`src/hdl/tcw_pkg.sv`:
```
`timescale 1ns / 1ps
// shared types and constants for the text console writer
// used by every module of the block but tcw_ram; depends on nothing

package tcw_pkg;

  localparam int COLUMNS = 80;
  localparam int ROWS    = 25;
  localparam int CELLS   = COLUMNS * ROWS;

  localparam int ADDR_W   = $clog2(CELLS);
  localparam int POS_W    = $clog2(CELLS + COLUMNS);
  localparam int COL_W    = $clog2(COLUMNS);
  localparam int CELL_W   = 16;
  localparam int BYTE_W   = 8;
  localparam int INDEX_W  = 11;
  localparam int CURSOR_W = 11;
  localparam int ACTION_W = 2;

  localparam int S_TDATA_W = 32;
  localparam int S_TUSER_W = ACTION_W;
  localparam int M_TDATA_W = 32;
  localparam int M_FIELD_W = CURSOR_W + 2 * BYTE_W + 1;
  localparam int M_PAD_W   = M_TDATA_W - M_FIELD_W;

  localparam logic [BYTE_W-1:0] NL_CODE = 8'd10;
  localparam logic [BYTE_W-1:0] CR_CODE = 8'd13;

  typedef enum logic [ACTION_W-1:0] {
    ACT_PUT   = 2'd0,
    ACT_CLEAR = 2'd1,
    ACT_SET   = 2'd2,
    ACT_READ  = 2'd3
  } action_t;

  typedef enum logic [2:0] {
    CMD_PRINT,
    CMD_NEWLINE,
    CMD_RETURN,
    CMD_CLEAR,
    CMD_SET,
    CMD_READ
  } cmd_kind_t;

  typedef struct packed {
    cmd_kind_t          kind;
    logic [BYTE_W-1:0]  char_code;
    logic [BYTE_W-1:0]  colour;
    logic [POS_W-1:0]   pos;       // saturated cell index
    logic               in_range;
  } cmd_t;

  typedef struct packed {
    logic [CURSOR_W-1:0] cursor;
    logic [BYTE_W-1:0]   cell_char;
    logic [BYTE_W-1:0]   cell_colour;
    logic                scrolled;
  } res_t;

endpackage

```
`src/hdl/tcw_front.sv`:
```
`timescale 1ns / 1ps
// input side: takes items, decodes the action into a command, two-entry queue
// depends on tcw_pkg

module tcw_front (
  input  logic                             clk,
  input  logic                             rst,
  input  logic                             s_tvalid,
  output logic                             s_tready,
  input  logic [tcw_pkg::S_TDATA_W-1:0]    s_tdata,
  input  logic [tcw_pkg::S_TUSER_W-1:0]    s_tuser,
  input  logic                             init_done,
  output logic                             cmd_valid,
  output tcw_pkg::cmd_t                    cmd,
  input  logic                             cmd_pop
);

  import tcw_pkg::*;

  action_t             act;
  logic [BYTE_W-1:0]   code;
  logic [BYTE_W-1:0]   colour;
  logic [INDEX_W-1:0]  idx;
  cmd_t                dec;
  cmd_t                q [2];
  logic                wr_ptr;
  logic                rd_ptr;
  logic [1:0]          count;
  logic                push;

  assign act    = action_t'(s_tuser);
  assign code   = s_tdata[BYTE_W-1:0];
  assign colour = s_tdata[2*BYTE_W-1:BYTE_W];
  assign idx    = s_tdata[2*BYTE_W+INDEX_W-1:2*BYTE_W];

  always_comb begin
    dec.char_code = code;
    dec.colour    = colour;
    dec.in_range  = (32'(idx) < CELLS);
    dec.pos       = dec.in_range ? POS_W'(idx) : POS_W'(CELLS - 1);
    unique case (act)
      ACT_PUT: begin
        if (code == NL_CODE) begin
          dec.kind = CMD_NEWLINE;
        end else if (code == CR_CODE) begin
          dec.kind = CMD_RETURN;
        end else begin
          dec.kind = CMD_PRINT;
        end
      end
      ACT_CLEAR: dec.kind = CMD_CLEAR;
      ACT_SET:   dec.kind = CMD_SET;
      ACT_READ:  dec.kind = CMD_READ;
    endcase
  end

  assign s_tready  = init_done && (count != 2'd2);
  assign push      = s_tvalid && s_tready;
  assign cmd_valid = (count != 2'd0);
  assign cmd       = q[rd_ptr];

  always_ff @(posedge clk) begin
    if (push) begin
      q[wr_ptr] <= dec;
    end
    if (rst) begin
      wr_ptr <= 1'b0;
      rd_ptr <= 1'b0;
      count  <= 2'd0;
    end else begin
      if (push) begin
        wr_ptr <= ~wr_ptr;
      end
      if (cmd_pop) begin
        rd_ptr <= ~rd_ptr;
      end
      case ({push, cmd_pop})
        2'b10:   count <= count + 2'd1;
        2'b01:   count <= count - 2'd1;
        default: count <= count;
      endcase
    end
  end

endmodule

```
`config.mk`:
```
export PLATFORM = sky130hd
export DESIGN_NAME = tcw_front
export DESIGN_NICKNAME = d
export VERILOG_FILES = /design/src/hdl/tcw_pkg.sv /design/src/hdl/tcw_front.sv
export SDC_FILE = /design/constraint.sdc
export NUM_CORES = 1
export LEC_CHECK = 0
export ABC_AREA = 1
export BUFFER_PORTS_ARGS = -buffer_cell sky130_fd_sc_hd__buf_2
export CORE_MARGIN = 2
export CORE_UTILIZATION = 46
export CTS_CLUSTER_DIAMETER = 150
export CTS_CLUSTER_SIZE = 28
export DETAILED_ROUTE_END_ITERATION = 6
export PLACE_DENSITY_LB_ADDON = 0.08
export SLEW_MARGIN = 20
export SYNTH_ARGS = -nofsm -noshare
export SYNTH_HDL_FRONTEND = slang
export SYNTH_SLANG_ARGS = --single-unit
```
`constraint.sdc`:
```
create_clock -name clk -period 2.2 [get_ports clk]
set_input_delay 0.55 -clock clk [delete_from_list [all_inputs] [get_ports clk]]
set_output_delay 0.55 -clock clk [all_outputs]
set_load 0.01 [all_outputs]
```
==> flow_metrics.tcl, run 1 <==
set metrics [dict create \
    status "complete, no violations" \
    post-place-ws_ns 0.369 \
    crit_family "flip-flops" \
    drc 0 \
    finClkSkew_ns 0.00411 \
    mostFrequentLayoutCells "buf_2 (66), edfxtp_1 (62), mux2_2 (31), nand2_1 (20), inv_1 (18)" \
    critPathCaptureType "output pin" \
    ir_worst_vdd_mv 0.442 \
    drt_iter0_markers 64 \
    syn_area_um2 2680 \
    clock.fmax_mhz 492 \
    path_buf_inv 2 \
    gp_congestion 0.712 \
    place.detailed.hpwl_um 2840 \
    finish.net_count 288 \
    synth_fp_nets 216 \
    p_per_area_nw_per_um2 821 \
    htreeDepth 3 \
    cts_made_buffers 9 \
    clock_latency_ns 0.33 \
    firstDrtPassIters 4 \
    layout_commonest_cell "buf_2" \
    die_h_um 80.3 \
    critPathMaxStageDelay_ns 0.44 \
    hold_viol_final 0 \
    path_max_fanout 7 \
    async_flop_share 0 \
    yosysWarnings 0 \
    grt_max_degree 28 \
    dieArea_um2 6440 \
    crit_required_ns 1.65 \
    finalSetupTns_ns 0 \
    synth_cell_types 21 \
    crit_arrival_ns 1.48 \
    io-pin-count 73 \
    post-cts-setup-buffers 0 \
    synth-seq-cells 67 \
    min_path_type "in -> reg" \
    setup-violations-final 0 \
    avgSynthCellArea_um2 15.2 \
    synth_edf_count 62 \
    vias_per_cell 4.63 \
    grt_pass1_wl_um 6560 \
    yosysSeqAreaShare 0.733 \
    synth_ff_type "edfxtp_1" \
    slew_viol_final 0 \
    cts.sinks 67 \
    cts_tree "built" \
    cts.clk_slew.worst_paths_ns 0.06 \
    drive_gt1_frac 0.474 \
    start_kind "flop" \
    diodes 0 \
    start_util 0.480 \
    vias 1506 \
    wl_per_cell_um 13.0 \
    grt.total_usage 0.144 \
    setup_ws_ns 0.167 \
    rsz0062_at_grt "false" \
    nFillCells 492 \
    slowest_stage "dfxtp_2" \
    clockRootBuffer "clkbuf_8" \
    period_minus_slack_ns 2.03 \
    path_class "reg -> out" \
    clk_path_buf_depth 2 \
    syn_to_final_growth_pct 22.8 \
    antenna_found_initial 0 \
    ant_nets 0 \
    die-width_um 80.3 \
    crit_chain "buf_4 > mux2_2 > buf_2" \
    grt_pass1_vias 1494 \
    holdWs_ns 0.391 \
    totalWireLength_um 4230 \
    core-area_um2 5570 \
    cellLeakagePower_nw 1.33 \
    grt_remaining_overflow 0 \
    netlist_instances 176 \
    fin_crit_sh 0.924 \
    io_buffers 66 \
    std_cell_rows 27 \
    drv_cap 0 \
]
[area by class of cell]
cell class,count,area [um2],share of cell area
sequential,67,1960,0.597
clock inverter,2,10.0,0.00305
multi-input combinational,81,589,0.179
tap,72,90.1,0.0274
clock buffer,14,173,0.0526
timing repair buffer,71,393,0.120
inverter,18,67.6,0.0206
[Yosys cell counts (2+ instances only)]
master | n | area, um2
edfxtp_1 | 62 | 1860
mux2_2 | 31 | 349
nand2_1 | 20 | 75.1
inv_1 | 18 | 67.6
nor2_1 | 13 | 48.8
clkbuf_1 | 6 | 22.5
dfxtp_1 | 5 | 100
a21oi_1 | 4 | 20.0
buf_6 | 3 | 33.8
nand3_1 | 2 | 10.0
nand4_1 | 2 | 12.5
[per-stage QoR]
stage / cells / area (um2) / total power [W] / utilization
4_1_cts: 325 / 3290 / 0.00273 / 0.589
5_1_grt: 325 / 3290 / 0.00282 / 0.589
3_5_place_dp: 309 / 3100 / 0.00182 / 0.556
3_3_place_gp: 309 / 3100 / 0.00182 / 0.556
6_report: 325 / 3290 / 0.00270 / 0.589
2_1_floorplan: 176 / 2680 / 0.00169 / -
[kinds of logic after synthesis]
kind of cell / synth area share
xor+xnor: 0.00327
buf+inv: 0.0491
compound gates: 0.0122
simple gates: 0.0655
other cells: 0.00140
flops: 0.733
fa+ha+maj: 0.00468
mux: 0.130
[routing by layer]
layer  routed length, um  global-route usage  share of wire  vias up
met5                   0                   0              0        -
met4                  33              0.0763         0.0078        0
met2                2150               0.240           0.51       44
met3                 290              0.0607          0.069        4
met1                1750               0.155           0.41      702
li1                    -                   -              -      756
[worst paths after layout]
kind | to | cells past startpoint | start | slack [ns]
max | cmd[22] | 3 | flop | 0.17
min | flop | 2 | rst | 0.39
max reg2reg | q[0][26] | 5 | count[0] | 0.77
min reg2reg | flop | 2 | rd_ptr | 0.52
[sequential cells by signal (all words and copies together), names as in the netlist, named ones only]
name    count
count       2
rd_ptr      1
wr_ptr      1
q          62
[report_power, final]
part | internal [W] | total (W) | leakage, nW | switching, W
logic | 0.000153 | 0.000314 | 0.628 | 0.000161
registers | 0.00145 | 0.00147 | 0.610 | 0.0000211
clock network | 0.000499 | 0.000909 | 0.0965 | 0.000411
[what timing repair did]
item,4_1_cts,5_1_grt
hold buffers,0,0
endpoints found under the setup margin,1,0
resized for setup,1,0
Power figures use the tool's default switching activity.
==> run 2: changes to the inputs <==
--- a/config.mk
+++ b/config.mk
@@ -13,6 +13,7 @@
 export CTS_CLUSTER_SIZE = 28
 export DETAILED_ROUTE_END_ITERATION = 6
 export PLACE_DENSITY_LB_ADDON = 0.08
+export REMOVE_ABC_BUFFERS = 1
 export SLEW_MARGIN = 20
 export SYNTH_ARGS = -nofsm -noshare
 export SYNTH_HDL_FRONTEND = slang
==> flow_metrics.tcl, run 2 (synthesis results as in run 1) <==
set metrics [dict create \
    syn_to_final_growth_pct 21.5 \
    top_regs "q: 62 flops, count: 2 flops" \
    crit_arrival_ns 1.40 \
    critPathCaptureType "output pin" \
    cts_tree "built" \
    start_kind "flop" \
    drv_cap 0 \
    min_path_type "in -> reg" \
    power_w 0.00258 \
    ir_worst_vdd_mv 0.405 \
    io-pin-count 73 \
    reg2reg_depth 5 \
    ant_nets 0 \
    grt_pass1_wl_um 6580 \
    path_class "reg -> out" \
    dieArea_um2 6440 \
    start_util 0.480 \
    holdWs_ns 0.414 \
    placed_area_um2 3100 \
    drc 0 \
    crit_chain "buf_12 > mux2_2 > buf_2" \
    largest_register "q" \
    slew_viol_final 0 \
    diodes 0 \
    path_max_fanout 31 \
    grt_remaining_overflow 0 \
    final_core_util 0.583 \
    setup-violations-final 0 \
    cts_hold_buf 0 \
    vias 1484 \
    drt_iter0_markers 75 \
    slowest_stage "mux2_2" \
    clockRootBuffer "clkbuf_8" \
    worstHoldPathCells 1 \
    grt.total_usage 0.142 \
    p_per_area_nw_per_um2 793 \
    cts_made_buffers 9 \
    die-width_um 80.3 \
    setup_ws_ns 0.248 \
    cts.clk_slew.worst_paths_ns 0.07 \
    layout_commonest_cell "buf_2" \
    totalWireLength_um 4210 \
    vias_per_cell 4.61 \
    clock_latency_ns 0.32 \
    io_buffers 66 \
    die_h_um 80.3 \
    clk_path_buf_depth 2 \
    grt_max_degree 32 \
    htreeDepth 3 \
    cts.sinks 67 \
    path_buf_inv 2 \
    crit_family "buffers and inverters" \
    antenna_found_initial 0 \
    period_minus_slack_ns 1.95 \
    place.detailed.hpwl_um 2730 \
    ctsResizeCount 0 \
    worstSetupPathDepth 3 \
    std_cell_rows 27 \
    post-place-ws_ns 0.581 \
    crit_required_ns 1.65 \
    mostFrequentLayoutCells "buf_2 (66), edfxtp_1 (62), mux2_2 (31), nand2_1 (20), inv_1 (18)" \
    finClkSkew_ns 0.00438 \
    fin_crit_sh 0.887 \
    rsz0062_at_grt "false" \
    critPathMaxStageDelay_ns 0.36 \
    wl_per_cell_um 13.1 \
    cellLeakagePower_nw 1.31 \
    nFillCells 478 \
    firstDrtPassIters 4 \
    post-cts-setup-buffers 0 \
    core-area_um2 5570 \
    drive_gt1_frac 0.460 \
    clock.fmax_mhz 512 \
    grt_pass1_vias 1428 \
    largest_register_ffs 62 \
    status "complete, no violations" \
    hold_viol_final 0 \
    finish.net_count 286 \
    fin_area_um2 3250 \
    gp_congestion 0.643 \
]
==> run 2: final cells by class <==
class,count,area [um2],area share
sequential,67,1960,0.604
inverter,18,67.6,0.0208
timing repair buffer,69,390,0.120
multi-input combinational,81,589,0.181
clock inverter,4,18.8,0.00578
clock buffer,11,131,0.0404
tap,72,90.1,0.0277
==> run 2: path summary, 6_finish.rpt <==
path	slack (ns)	to	startpoint
setup / recovery	0.25	cmd[23]	flop
hold / removal	0.41	q[0][12]	s_tdata[8]
setup reg to reg	0.80	q[0][15]	count[0]
hold reg to reg	0.51	rd_ptr	rd_ptr
==> run 2: worst register-to-register path, delay by kind of cell (launching register included) <==
| family | cells | cell delay (ns) |
|---|---|---|
| buffers and inverters | 2 | 0.32 |
| and+or+nand+nor | 3 | 0.42 |
| DFF | 1 | 0.36 |
==> run 2: where the power goes <==
group / total [W] / internal [W] / switching (W)
Clock: 0.000791 / 0.000393 / 0.000397
Sequential: 0.00147 / 0.00145 / 0.0000175
Combinational: 0.000314 / 0.000151 / 0.000163
==> run 2: stage by stage <==
step | std cells | TNS [ns]
2_1_floorplan | 166 | -5.51
3_3_place_gp | 307 | 0
3_5_place_dp | 307 | 0
4_1_cts | 322 | 0
5_1_grt | 322 | 0
6_report | 322 | 0
==> run 2: routing by layer <==
metal | track usage | part of all wire | up-vias
met2 | 0.227 | 0.47 | 43
met1 | 0.166 | 0.44 | 681
met5 | 0 | 0 | -
li1 | - | - | 753
met4 | 0.0814 | 0.017 | 0
met3 | 0.0483 | 0.068 | 7
