--- src/hdl/tcw_pkg.sv ---
`timescale 1ns / 1ps
// shared types and constants for the text console writer
// used by every module of the block but tcw_ram; depends on nothing

package tcw_pkg;

  localparam int COLUMNS = 80;
  localparam int ROWS    = 25;
  localparam int CELLS   = COLUMNS * ROWS;

  localparam int ADDR_W   = $clog2(CELLS);
  localparam int POS_W    = $clog2(CELLS + COLUMNS);
  localparam int COL_W    = $clog2(COLUMNS);
  localparam int CELL_W   = 16;
  localparam int BYTE_W   = 8;
  localparam int INDEX_W  = 11;
  localparam int CURSOR_W = 11;
  localparam int ACTION_W = 2;

  localparam int S_TDATA_W = 32;
  localparam int S_TUSER_W = ACTION_W;
  localparam int M_TDATA_W = 32;
  localparam int M_FIELD_W = CURSOR_W + 2 * BYTE_W + 1;
  localparam int M_PAD_W   = M_TDATA_W - M_FIELD_W;

  localparam logic [BYTE_W-1:0] NL_CODE = 8'd10;
  localparam logic [BYTE_W-1:0] CR_CODE = 8'd13;

  typedef enum logic [ACTION_W-1:0] {
    ACT_PUT   = 2'd0,
    ACT_CLEAR = 2'd1,
    ACT_SET   = 2'd2,
    ACT_READ  = 2'd3
  } action_t;

  typedef enum logic [2:0] {
    CMD_PRINT,
    CMD_NEWLINE,
    CMD_RETURN,
    CMD_CLEAR,
    CMD_SET,
    CMD_READ
  } cmd_kind_t;

  typedef struct packed {
    cmd_kind_t          kind;
    logic [BYTE_W-1:0]  char_code;
    logic [BYTE_W-1:0]  colour;
    logic [POS_W-1:0]   pos;       // saturated cell index
    logic               in_range;
  } cmd_t;

  typedef struct packed {
    logic [CURSOR_W-1:0] cursor;
    logic [BYTE_W-1:0]   cell_char;
    logic [BYTE_W-1:0]   cell_colour;
    logic                scrolled;
  } res_t;

endpackage

--- src/hdl/tcw_back.sv ---
`timescale 1ns / 1ps
// execution side: cursor, cell store sequencing (scroll, wipe), result register
// depends on tcw_pkg; drives the ports of a tcw_ram instance

module tcw_back (
  input  logic                            clk,
  input  logic                            rst,
  input  logic                            cmd_valid,
  input  tcw_pkg::cmd_t                   cmd,
  output logic                            cmd_pop,
  output logic                            init_done,
  output logic                            res_valid,
  input  logic                            res_ready,
  output tcw_pkg::res_t                   res,
  output logic                            ram_wr_en,
  output logic [tcw_pkg::ADDR_W-1:0]      ram_wr_addr,
  output logic [tcw_pkg::CELL_W-1:0]      ram_wr_data,
  output logic [tcw_pkg::ADDR_W-1:0]      ram_rd_addr,
  input  logic [tcw_pkg::CELL_W-1:0]      ram_rd_data
);

  import tcw_pkg::*;

  typedef enum logic [2:0] {
    ST_INIT,
    ST_IDLE,
    ST_SCROLL,
    ST_ZERO,
    ST_WIPE,
    ST_DIV,
    ST_RDWAIT
  } state_t;

  state_t              state;
  logic [POS_W-1:0]    cursor;
  logic [COL_W-1:0]    col;
  logic [ADDR_W-1:0]   cnt;
  logic [POS_W-1:0]    rem;
  logic                pend_valid;
  logic [ADDR_W-1:0]   pend_addr;
  logic                rd_ok;

  logic                out_free;
  logic [POS_W-1:0]    cur_adv;
  logic [COL_W-1:0]    col_adv;
  logic                wrap;

  assign out_free  = !res_valid || res_ready;
  assign cmd_pop   = (state == ST_IDLE) && cmd_valid && out_free;
  assign init_done = (state != ST_INIT);

  // cursor movement for the put-character commands
  always_comb begin
    cur_adv = cursor;
    col_adv = col;
    case (cmd.kind)
      CMD_PRINT: begin
        cur_adv = cursor + POS_W'(1);
        col_adv = (col == COL_W'(COLUMNS - 1)) ? '0 : col + COL_W'(1);
      end
      CMD_NEWLINE: cur_adv = cursor + POS_W'(COLUMNS);
      CMD_RETURN: begin
        cur_adv = cursor - POS_W'(col);
        col_adv = '0;
      end
      default: begin
        cur_adv = cursor;
        col_adv = col;
      end
    endcase
    wrap = (cur_adv >= POS_W'(CELLS));
  end

  // a pending copy write wins over the zero fill of the last row
  always_comb begin
    ram_wr_en   = 1'b0;
    ram_wr_addr = cnt;
    ram_wr_data = '0;
    if (pend_valid) begin
      ram_wr_en   = 1'b1;
      ram_wr_addr = pend_addr;
      ram_wr_data = ram_rd_data;
    end else if (state == ST_ZERO || state == ST_WIPE || state == ST_INIT) begin
      ram_wr_en   = 1'b1;
      ram_wr_addr = cnt;
    end else if (cmd_pop && cmd.kind == CMD_PRINT) begin
      ram_wr_en   = 1'b1;
      ram_wr_addr = ADDR_W'(cursor);
      ram_wr_data = {cmd.colour, cmd.char_code};
    end
  end

  assign ram_rd_addr = (state == ST_SCROLL) ? ADDR_W'(cnt + ADDR_W'(COLUMNS))
                                            : ADDR_W'(cmd.pos);

  always_ff @(posedge clk) begin
    if (rst) begin
      state      <= ST_INIT;
      cursor     <= '0;
      col        <= '0;
      cnt        <= '0;
      rem        <= '0;
      pend_valid <= 1'b0;
      pend_addr  <= '0;
      rd_ok      <= 1'b0;
      res_valid  <= 1'b0;
      res        <= '0;
    end else begin
      pend_valid <= (state == ST_SCROLL);
      pend_addr  <= cnt;
      if (res_ready) begin
        res_valid <= 1'b0;
      end
      unique case (state)
        ST_INIT: begin
          cnt <= cnt + ADDR_W'(1);
          if (cnt == ADDR_W'(CELLS - 1)) begin
            cnt   <= '0;
            state <= ST_IDLE;
          end
        end
        ST_IDLE: begin
          if (cmd_pop) begin
            case (cmd.kind)
              CMD_PRINT, CMD_NEWLINE, CMD_RETURN: begin
                col <= col_adv;
                if (wrap) begin
                  cursor <= cur_adv - POS_W'(COLUMNS);
                  cnt    <= '0;
                  state  <= ST_SCROLL;
                end else begin
                  cursor    <= cur_adv;
                  res_valid <= 1'b1;
                  res       <= '{cursor: CURSOR_W'(cur_adv), cell_char: '0,
                                 cell_colour: '0, scrolled: 1'b0};
                end
              end
              CMD_CLEAR: begin
                cursor <= '0;
                col    <= '0;
                cnt    <= '0;
                state  <= ST_WIPE;
              end
              CMD_SET: begin
                cursor <= cmd.pos;
                rem    <= cmd.pos;
                state  <= ST_DIV;
              end
              CMD_READ: begin
                rd_ok <= cmd.in_range;
                state <= ST_RDWAIT;
              end
              default: state <= ST_IDLE;
            endcase
          end
        end
        ST_SCROLL: begin
          // read one row ahead, write the data back in the next cycle
          cnt <= cnt + ADDR_W'(1);
          if (cnt == ADDR_W'(CELLS - COLUMNS - 1)) begin
            state <= ST_ZERO;
          end
        end
        ST_ZERO: begin
          if (!pend_valid) begin
            cnt <= cnt + ADDR_W'(1);
            if (cnt == ADDR_W'(CELLS - 1)) begin
              cnt       <= '0;
              state     <= ST_IDLE;
              res_valid <= 1'b1;
              res       <= '{cursor: CURSOR_W'(cursor), cell_char: '0,
                             cell_colour: '0, scrolled: 1'b1};
            end
          end
        end
        ST_WIPE: begin
          cnt <= cnt + ADDR_W'(1);
          if (cnt == ADDR_W'(CELLS - 1)) begin
            cnt       <= '0;
            state     <= ST_IDLE;
            res_valid <= 1'b1;
            res       <= '{cursor: '0, cell_char: '0, cell_colour: '0, scrolled: 1'b0};
          end
        end
        ST_DIV: begin
          // column of the new cursor by repeated subtraction of a row
          if (rem >= POS_W'(COLUMNS)) begin
            rem <= rem - POS_W'(COLUMNS);
          end else begin
            col       <= COL_W'(rem);
            state     <= ST_IDLE;
            res_valid <= 1'b1;
            res       <= '{cursor: CURSOR_W'(cursor), cell_char: '0,
                           cell_colour: '0, scrolled: 1'b0};
          end
        end
        ST_RDWAIT: begin
          state     <= ST_IDLE;
          res_valid <= 1'b1;
          res.cursor      <= CURSOR_W'(cursor);
          res.cell_char   <= rd_ok ? ram_rd_data[BYTE_W-1:0] : '0;
          res.cell_colour <= rd_ok ? ram_rd_data[CELL_W-1:BYTE_W] : '0;
          res.scrolled    <= 1'b0;
        end
        default: state <= ST_IDLE;
      endcase
    end
  end

endmodule

--- config.mk ---
export PLATFORM = sky130hd
export DESIGN_NAME = tcw_back
export DESIGN_NICKNAME = d
export VERILOG_FILES = /design/src/hdl/tcw_pkg.sv /design/src/hdl/tcw_back.sv
export SDC_FILE = /design/constraint.sdc
export NUM_CORES = 1
export LEC_CHECK = 0
export BUFFER_PORTS_ARGS = -buffer_cell sky130_fd_sc_hd__buf_2
export CORE_UTILIZATION = 49
export DETAILED_ROUTE_END_ITERATION = 10
export GPL_TIMING_DRIVEN = 0
export PLACE_DENSITY = 0.86
export SLEW_MARGIN = 20
export SYNTH_ARGS = -nofsm -noshare
export SYNTH_HDL_FRONTEND = slang
export SYNTH_SLANG_ARGS = --single-unit
--- constraint.sdc ---
create_clock -name clk -period 4.3 [get_ports clk]
set_input_delay 0.43 -clock clk [delete_from_list [all_inputs] [get_ports clk]]
set_output_delay 0.43 -clock clk [all_outputs]
set_load 0.005 [all_outputs]
==> results of run 1 <==
## worst register-to-register path: cells and delay by family (launching register included)
family | cells | cell delay [ns]
AND/OR/NAND/NOR | 4 | 1.07
adder cells (fa/ha/maj) | 3 | 0.74
buffers and inverters | 2 | 0.18
multiplexers | 2 | 0.66
AO/OA/AOI/OAI | 5 | 0.97
flip-flops | 1 | 0.42
## repair_timing
action | 4_1_cts | 5_1_grt
endpoints found under the setup margin | 39 | 43
resized for setup | 5 | 11
hold buffers | 0 | 0
pin swaps | 0 | 4
setup buffers | 0 | 6
cloned | 0 | 0
## state kept, by name (all words and copies together), names as in the netlist
signal,flops
cursor,12
pend_valid,1
cnt,11
state,3
rem,12
res_valid,1
rd_ok,1
col,7
pend_addr,11
res,28
## per-stage QoR
step,area [µm²],utilization
floorplan,6322,-
global placement,7143,0.5660
detailed placement,7143,0.5660
CTS,7482,0.5929
global route,7574,0.6001
finish,7574,0.6001
## routing by layer
layer / wire length (µm) / share of wire / GRT usage / vias to the layer above
met3: 2549 / 0.11 / 0.08996 / 97
met5: 0 / 0 / 0.01481 / -
met1: 9036 / 0.40 / 0.4348 / 3430
met2: 9792 / 0.44 / 0.5277 / 476
li1: - / - / - / 3450
met4: 1006 / 0.045 / 0.1714 / 0
## power by group through the flow
stage | sequential, W | combinational (W) | clock [W]
floorplan | 0.000929 | 0.000727 | 0
global placement | 0.000951 | 0.00106 | 0
detailed placement | 0.000951 | 0.00107 | 0
CTS | 0.000933 | 0.00108 | 0.000846
global route | 0.000943 | 0.00123 | 0.000879
finish | 0.000938 | 0.00114 | 0.000843
## cell type report
cell class,instances,area share
tap,172,0.02842
multi-input combinational,687,0.5678
clock inverter,5,0.008591
timing repair buffer,127,0.08591
sequential,87,0.2300
clock buffer,11,0.03337
inverter,24,0.01189
buffer,62,0.03403
## cell families after synthesis
group           share of synthesized area
fa+ha+maj                         0.03641
buf+inv                           0.05541
simple gates                       0.2717
mux                               0.05047
compound gates                     0.2953
xor+xnor                          0.01524
flops                              0.2755
## Yosys cell counts (10+ instances only)
library cell | n | area, µm²
ha_1 | 16 | 200.2
a31oi_1 | 11 | 68.82
nor4_1 | 10 | 62.56
nand3_1 | 25 | 125.1
nor2_1 | 92 | 345.3
clkbuf_1 | 50 | 187.7
and3_1 | 11 | 68.82
nor3_1 | 14 | 70.07
a22oi_1 | 12 | 90.09
a22o_1 | 17 | 148.9
inv_1 | 21 | 78.83
a21oi_1 | 49 | 245.2
nand4_1 | 12 | 75.07
a211oi_1 | 22 | 165.2
dfxtp_1 | 87 | 1742
mux2i_1 | 24 | 240.2
o21ai_0 | 75 | 375.4
nand2b_1 | 19 | 118.9
nand2_1 | 116 | 435.4
## final timing paths
path | slack [ns] | to | cells past startpoint | from
worst min register to register | 0.47 | res[3] | 1 | res[3]
worst max-delay path | 0.07 | cnt[1] | 18 | cmd[31]
worst max register to register | 0.16 | cnt[1] | 16 | col[0]
worst min-delay path | 0.31 | res[10] | 2 | ram_rd_data[1]
==> out/qor.csv, run 1 <==
metric,value,unit
status,finished clean,
vias in the first global route,6654,
"Setup violations, final",0,
Site Rows,41,
critical path's top delay family,simple AND/OR/NAND/NOR gates,
core area,12620,µm²
Filler cells,1153,
P_int,0.001752,W
first-pass GRT wire length,34.89,mm
Synth Net Count,931,
GRT Util Overall,0.3403,
CP startpoint kind,primary input,
Syn Std Cell Area,6322,µm²
Synth Register Bits,87,
First DRT Iteration DRCs,820,
I/O pin count,122,
Clock Tree Root,clkbuf_16,
CP Data Arrival Time,4.48,ns
most frequent CP cell,ha_1,
footprint of the multi-input gates,4300,µm²
drt total wl,22.39,mm
Final min period,4.229,ns
H-tree levels,3,
Fin. Hold Viols,0,
placed insts,1155,
CP Capture Type,flip-flop,
Buffers & Inverters on Critical Path,3,
"Reg clk slew, reported paths",0.07,ns
class of the worst hold path,primary input to flip-flop,
"Power, Total",0.002919,W
Clk network pwr share,0.289,
DR vias/cell,6.343,
clk_skew,0.006827,ns
n_diodes,0,
Yosys cell types,82,
Non-Filler Instances,1175,
setup ws final,0.07067,ns
Vias,7453,
Peak Freq,0.2364,GHz
most frequent cells in the layout,"127 x buf_2, 116 x nand2_1, 91 x nor2_1, 87 x dfxtp_1, 75 x o21ai_0",
CP Class,primary input to flip-flop,
CTS Buf Count,9,
Clock Latency Late Sink,0.36,ns
WL/cell,19.05,µm
area grow syn2layout,19.79,%
CTS tree,done,
# port buffers,121,
Synthesis Warnings,0,
HPWL after DPL,16.67,mm
RSZ-0062 raised after global routing,true,
DR pass1 iterations,6,
Pwr Density,385.4,nW/µm²
CTS sink cnt,87,
largest net degree at the start of global routing,16,
worst-margin pin slew,0.8182,ns
die area,13360,µm²
Initial Utilization,0.5010,
Antenna Nets Post-Route,0,
RePlAce Congestion,0.9940,
fin crit share,0.9836,
Reg power frac,0.321,
final setup TNS,0,ns
Mapped Avg Cell Area,7.334,µm²
register area share after synthesis,0.2755,
DRC,0,
Post-synth ARST share,0,
fin. max-slew vios,0,
crit-path max cell delay,0.54,ns
"worst slack, placed",-0.7775,ns
max_cap viols,0,
slowest CP cell,or4b_4,
"most common cell after layout, fill and taps aside",buf_2,
aggregate global routing overflow,0,
sw power,0.001167,W
share of layout cells above drive strength 1,0.1954,
Synth Flop Type,dfxtp_1,
peak supply drop,0.0002831,V
sw frac,0.3997,
Max clock buf depth,2,
crit-path max FO,9,
Critical Path RT,4.55,ns
Die Wd,115.6,µm
antenna violations before repair,0,
Chip Height,115.6,µm
Reg area,1742,µm²
# nets final,1067,
cells after synthesis,862,
LEAKAGE,3.040,nW
Comb pwr share,0.390,
worst path cell trace,"buf_2, or3b_4, or2_2, ha_1, inv_1, fa_1, a21o_1, a21oi_2, mux2i_2, o311ai_4, inv_2, ha_1, a41oi_1, a211oi_2, or4b_4, and3_4, nor2b_2, mux2_2",
max_slew headroom,0.4545,
Post-synth EDFFs,0,
hold slack,0.3080,ns
(Power assumes the default switching activity.)
==> run 2: changes to the inputs <==
- ABC_AREA: default -> 1
==> run 2 against run 1 <==
Effect of this change: global-route usage shrank 4.8 points; cell count grew 9.1%; synthesized cell count grew 13%; clock skew shrank 0.0016 ns; largest power group is now clock; highest routed layer unchanged; flip-flop and latch count is the same; setup slack gained 0.60 ns; utilization shrank 0.44 points; largest cell class unchanged.
==> out/qor.csv, run 2 <==
metric,value,unit,change
CP startpoint kind,primary input,,
most frequent cell after synthesis,nand2_1,,
Clock Latency Late Sink,0.34,ns,-0.02 ns
hold slack,0.3312,ns,+0.02315 ns
antenna violations before repair,0,,unchanged
PostCTS Resize Cnt,0,,-5
RePlAce Congestion,0.9477,,-4.7%
Yosys top cell by area,dfxtp_1,,
HPWL after DPL,14.73,mm,-12%
R2R Setup Slk,0.96,ns,+0.80 ns
core area,12670,µm²,+0.41%
R2R cell count,23,,+7
vias in the first global route,6349,,-4.6%
area share of the largest cell type after synthesis,0.2717,,-0.003764
RSZ-0062 raised after global routing,false,,
CTS tree,done,,
Syn Std Cell Area,6410,µm²,+1.4%
Pwr Density,247.6,nW/µm²,-36%
"most common cell after layout, fill and taps aside",nand2_1,,
Largest register FFs,28,,unchanged
"Power, Total",0.001869,W,-36%
Placed Area,7221,µm²,+1.1%
biggest regs,"res (28), cursor (12), rem (12)",,
Mapped Avg Cell Area,6.568,µm²,-10%
DR vias/cell,5.491,,-13%
fin crit share,0.8441,,-0.1394
Synth Net Count,1045,,+12%
Critical Path RT,4.57,ns,+0.02 ns
CP Class,primary input to flip-flop,,
Post-synth ARST share,0,,unchanged
setup ws final,0.6702,ns,+0.5995 ns
clk_skew,0.005274,ns,-0.001553 ns
Peak Freq,0.2755,GHz,+17%
CTS Hold Bufs,0,,unchanged
Post-CTS Setup Inserts,0,,unchanged
Reg with most FFs,res,,
worst setup path startpoint,cmd[29],,
cells after synthesis,976,,+13%
Synthesis Warnings,0,,unchanged
Final min period,3.630,ns,-0.5995 ns
max_cap viols,0,,unchanged
crit-path max FO,10,,+1
area grow syn2layout,17.76,%,
Site Rows,41,,unchanged
Min-Delay Endpoint,pend_addr[5],,
register area share after synthesis,0.2717,,-0.003764
aggregate global routing overflow,0,,unchanged
Initial Utilization,0.5059,,+0.004884
n_diodes,0,,unchanged
drt total wl,19.59,mm,-12%
peak supply drop,0.0001924,V,-32%
Chip Height,116.4,µm,+0.68%
WL/cell,15.28,µm,-20%
Max clock buf depth,2,,unchanged
status,finished clean,,
I/O pin count,122,,unchanged
most frequent cells in the layout,"233 x nand2_1, 124 x buf_2, 100 x nand3_1, 88 x nor2_1",,
class of the worst hold path,primary input to flip-flop,,
Synth area leaders,"dfxtp_1 27%, nand2_1 14%, nand3_1 7.8%",,
die area,13540,µm²,+1.4%
Die Wd,116.4,µm,+0.68%
First DRT Iteration DRCs,759,,-7.4%
largest net degree at the start of global routing,14,,-2
FF-to-FF End,res[15],,
first-pass GRT wire length,30.84,mm,-12%
GRT Util Overall,0.2927,,-0.04759
fin. max-slew vios,0,,unchanged
Antenna Nets Post-Route,0,,unchanged
Final Cell Area,7548,µm²,-0.33%
Fin. Hold Viols,0,,unchanged
LEAKAGE,3.438,nW,+13%
CP Capture Type,flip-flop,,
share of layout cells above drive strength 1,0.2144,,+0.01900
max_slew headroom,0.4595,,+0.004922
CTS sink cnt,87,,unchanged
CP Data Arrival Time,3.90,ns,-0.58 ns
DR pass1 iterations,6,,unchanged
Synth Register Bits,87,,unchanged
DRC,0,,unchanged
r2r startpoint,col[0],,
Clock Tree Root,clkbuf_16,,
H-tree levels,3,,unchanged
"worst slack, placed",0.3492,ns,+1.127 ns
Hold Crit Depth,2,,unchanged
"Reg clk slew, reported paths",0.06,ns,about the same
# port buffers,119,,-1.7%
final setup TNS,0,ns,unchanged
Synth Flop Type,dfxtp_1,,
CTS Buf Count,9,,unchanged
beginning of the worst hold path,rst,,
# nets final,1175,,+10%
"Setup violations, final",0,,unchanged
worst-margin pin slew,0.8108,ns,-0.007383 ns
Yosys cell types,52,,-37%
Commonest cells post-synth,"233 x nand2_1, 100 x nand3_1, 88 x nor2_1",,
Vias,7040,,-5.5%
Filler cells,1163,,+0.87%
Post-synth EDFFs,0,,unchanged
==> run 2: changes by cell type in the layout (fill, tap and decap cells not counted), sizes merged, moves of 10 or more <==
cell / change
inv: +72
a21oi: +44
nand2: +154
clkbuf: -19
mux2i: -24
nand2b: -19
a22oi: -12
and3: -11
a211oi: -17
o31ai: -10
a22o: -15
xor2: +10
nand3: +81
a311oi: -12
==> run 2: routing by layer <==
| metal | wire length (µm) | track usage |
|---|---|---|
| met3 | 2142 | 0.06642 |
| met1 | 8053 | 0.3820 |
| met4 | 496 | 0.09658 |
| met2 | 8894 | 0.4765 |
| met5 | 0 | 0 |
==> run 2: kinds of logic (layout without fill, tap and decap cells) <==
group           count (synthesis)  after routing  synth area share
fa+ha+maj                      17             17           0.03435
xor+xnor                       22             22           0.03123
compound gates                208            208            0.1884
flops                          87             87            0.2717
simple gates                  500            500            0.3808
buf+inv                       142            276           0.09350
==> run 2: cell type report <==
cell class	instances	area [µm²]	share of cell area
plain buffers	45	230.2	0.03050
clock buffers	11	232.7	0.03083
clock inverters	4	95.09	0.01260
inverters	97	369.1	0.04890
multi-input cells	747	4069	0.5390
flip-flops and latches	87	1742	0.2307
well taps	172	215.2	0.02851
repair buffers	119	595.6	0.07890
==> run 2: worst max path at each step <==
stage / depth (start not counted) / to
after global placement: 27 / res[14]
after floorplan: 27 / res[17]
after detailed placement: 29 / res[15]
after global routing: 27 / res[19]
final: 27 / res[15]
after CTS: 29 / res[15]
==> run 2: metrics by stage <==
stage | cells | util
after floorplan | 976 | -
after global placement | 1267 | 0.5699
after detailed placement | 1267 | 0.5699
after CTS | 1282 | 0.5957
after global routing | 1282 | 0.5957
final | 1282 | 0.5957
==> run 2: critical path, stage by stage <==
cell	delay (ns)
buf_2	0.16
nor2_8	0.20
nand2_4	0.08
buf_8	0.15
or2_2	0.27
ha_1	0.17
inv_1	0.08
fa_1	0.18
nand2_1	0.07
nand2_1	0.10
a21oi_1	0.07
nand3b_1	0.16
nand3_1	0.15
ha_1	0.17
nand3_1	0.07
nor2_1	0.11
nand2_1	0.06
nand2_1	0.09
nand3_2	0.06
nor2_2	0.15
nand3_4	0.15
nand2_4	0.16
nand2_4	0.08
nand2_4	0.14
buf_12	0.19
nand2_4	0.05
a21oi_2	0.11
==> run 2: power breakdown <==
part	switching, W	total, W	internal, W
sequential	0.00000436	0.000814	0.000810
combinational	0.000107	0.000163	0.0000561
clock	0.000327	0.000892	0.000565
total	0.000439	0.00187	0.00143
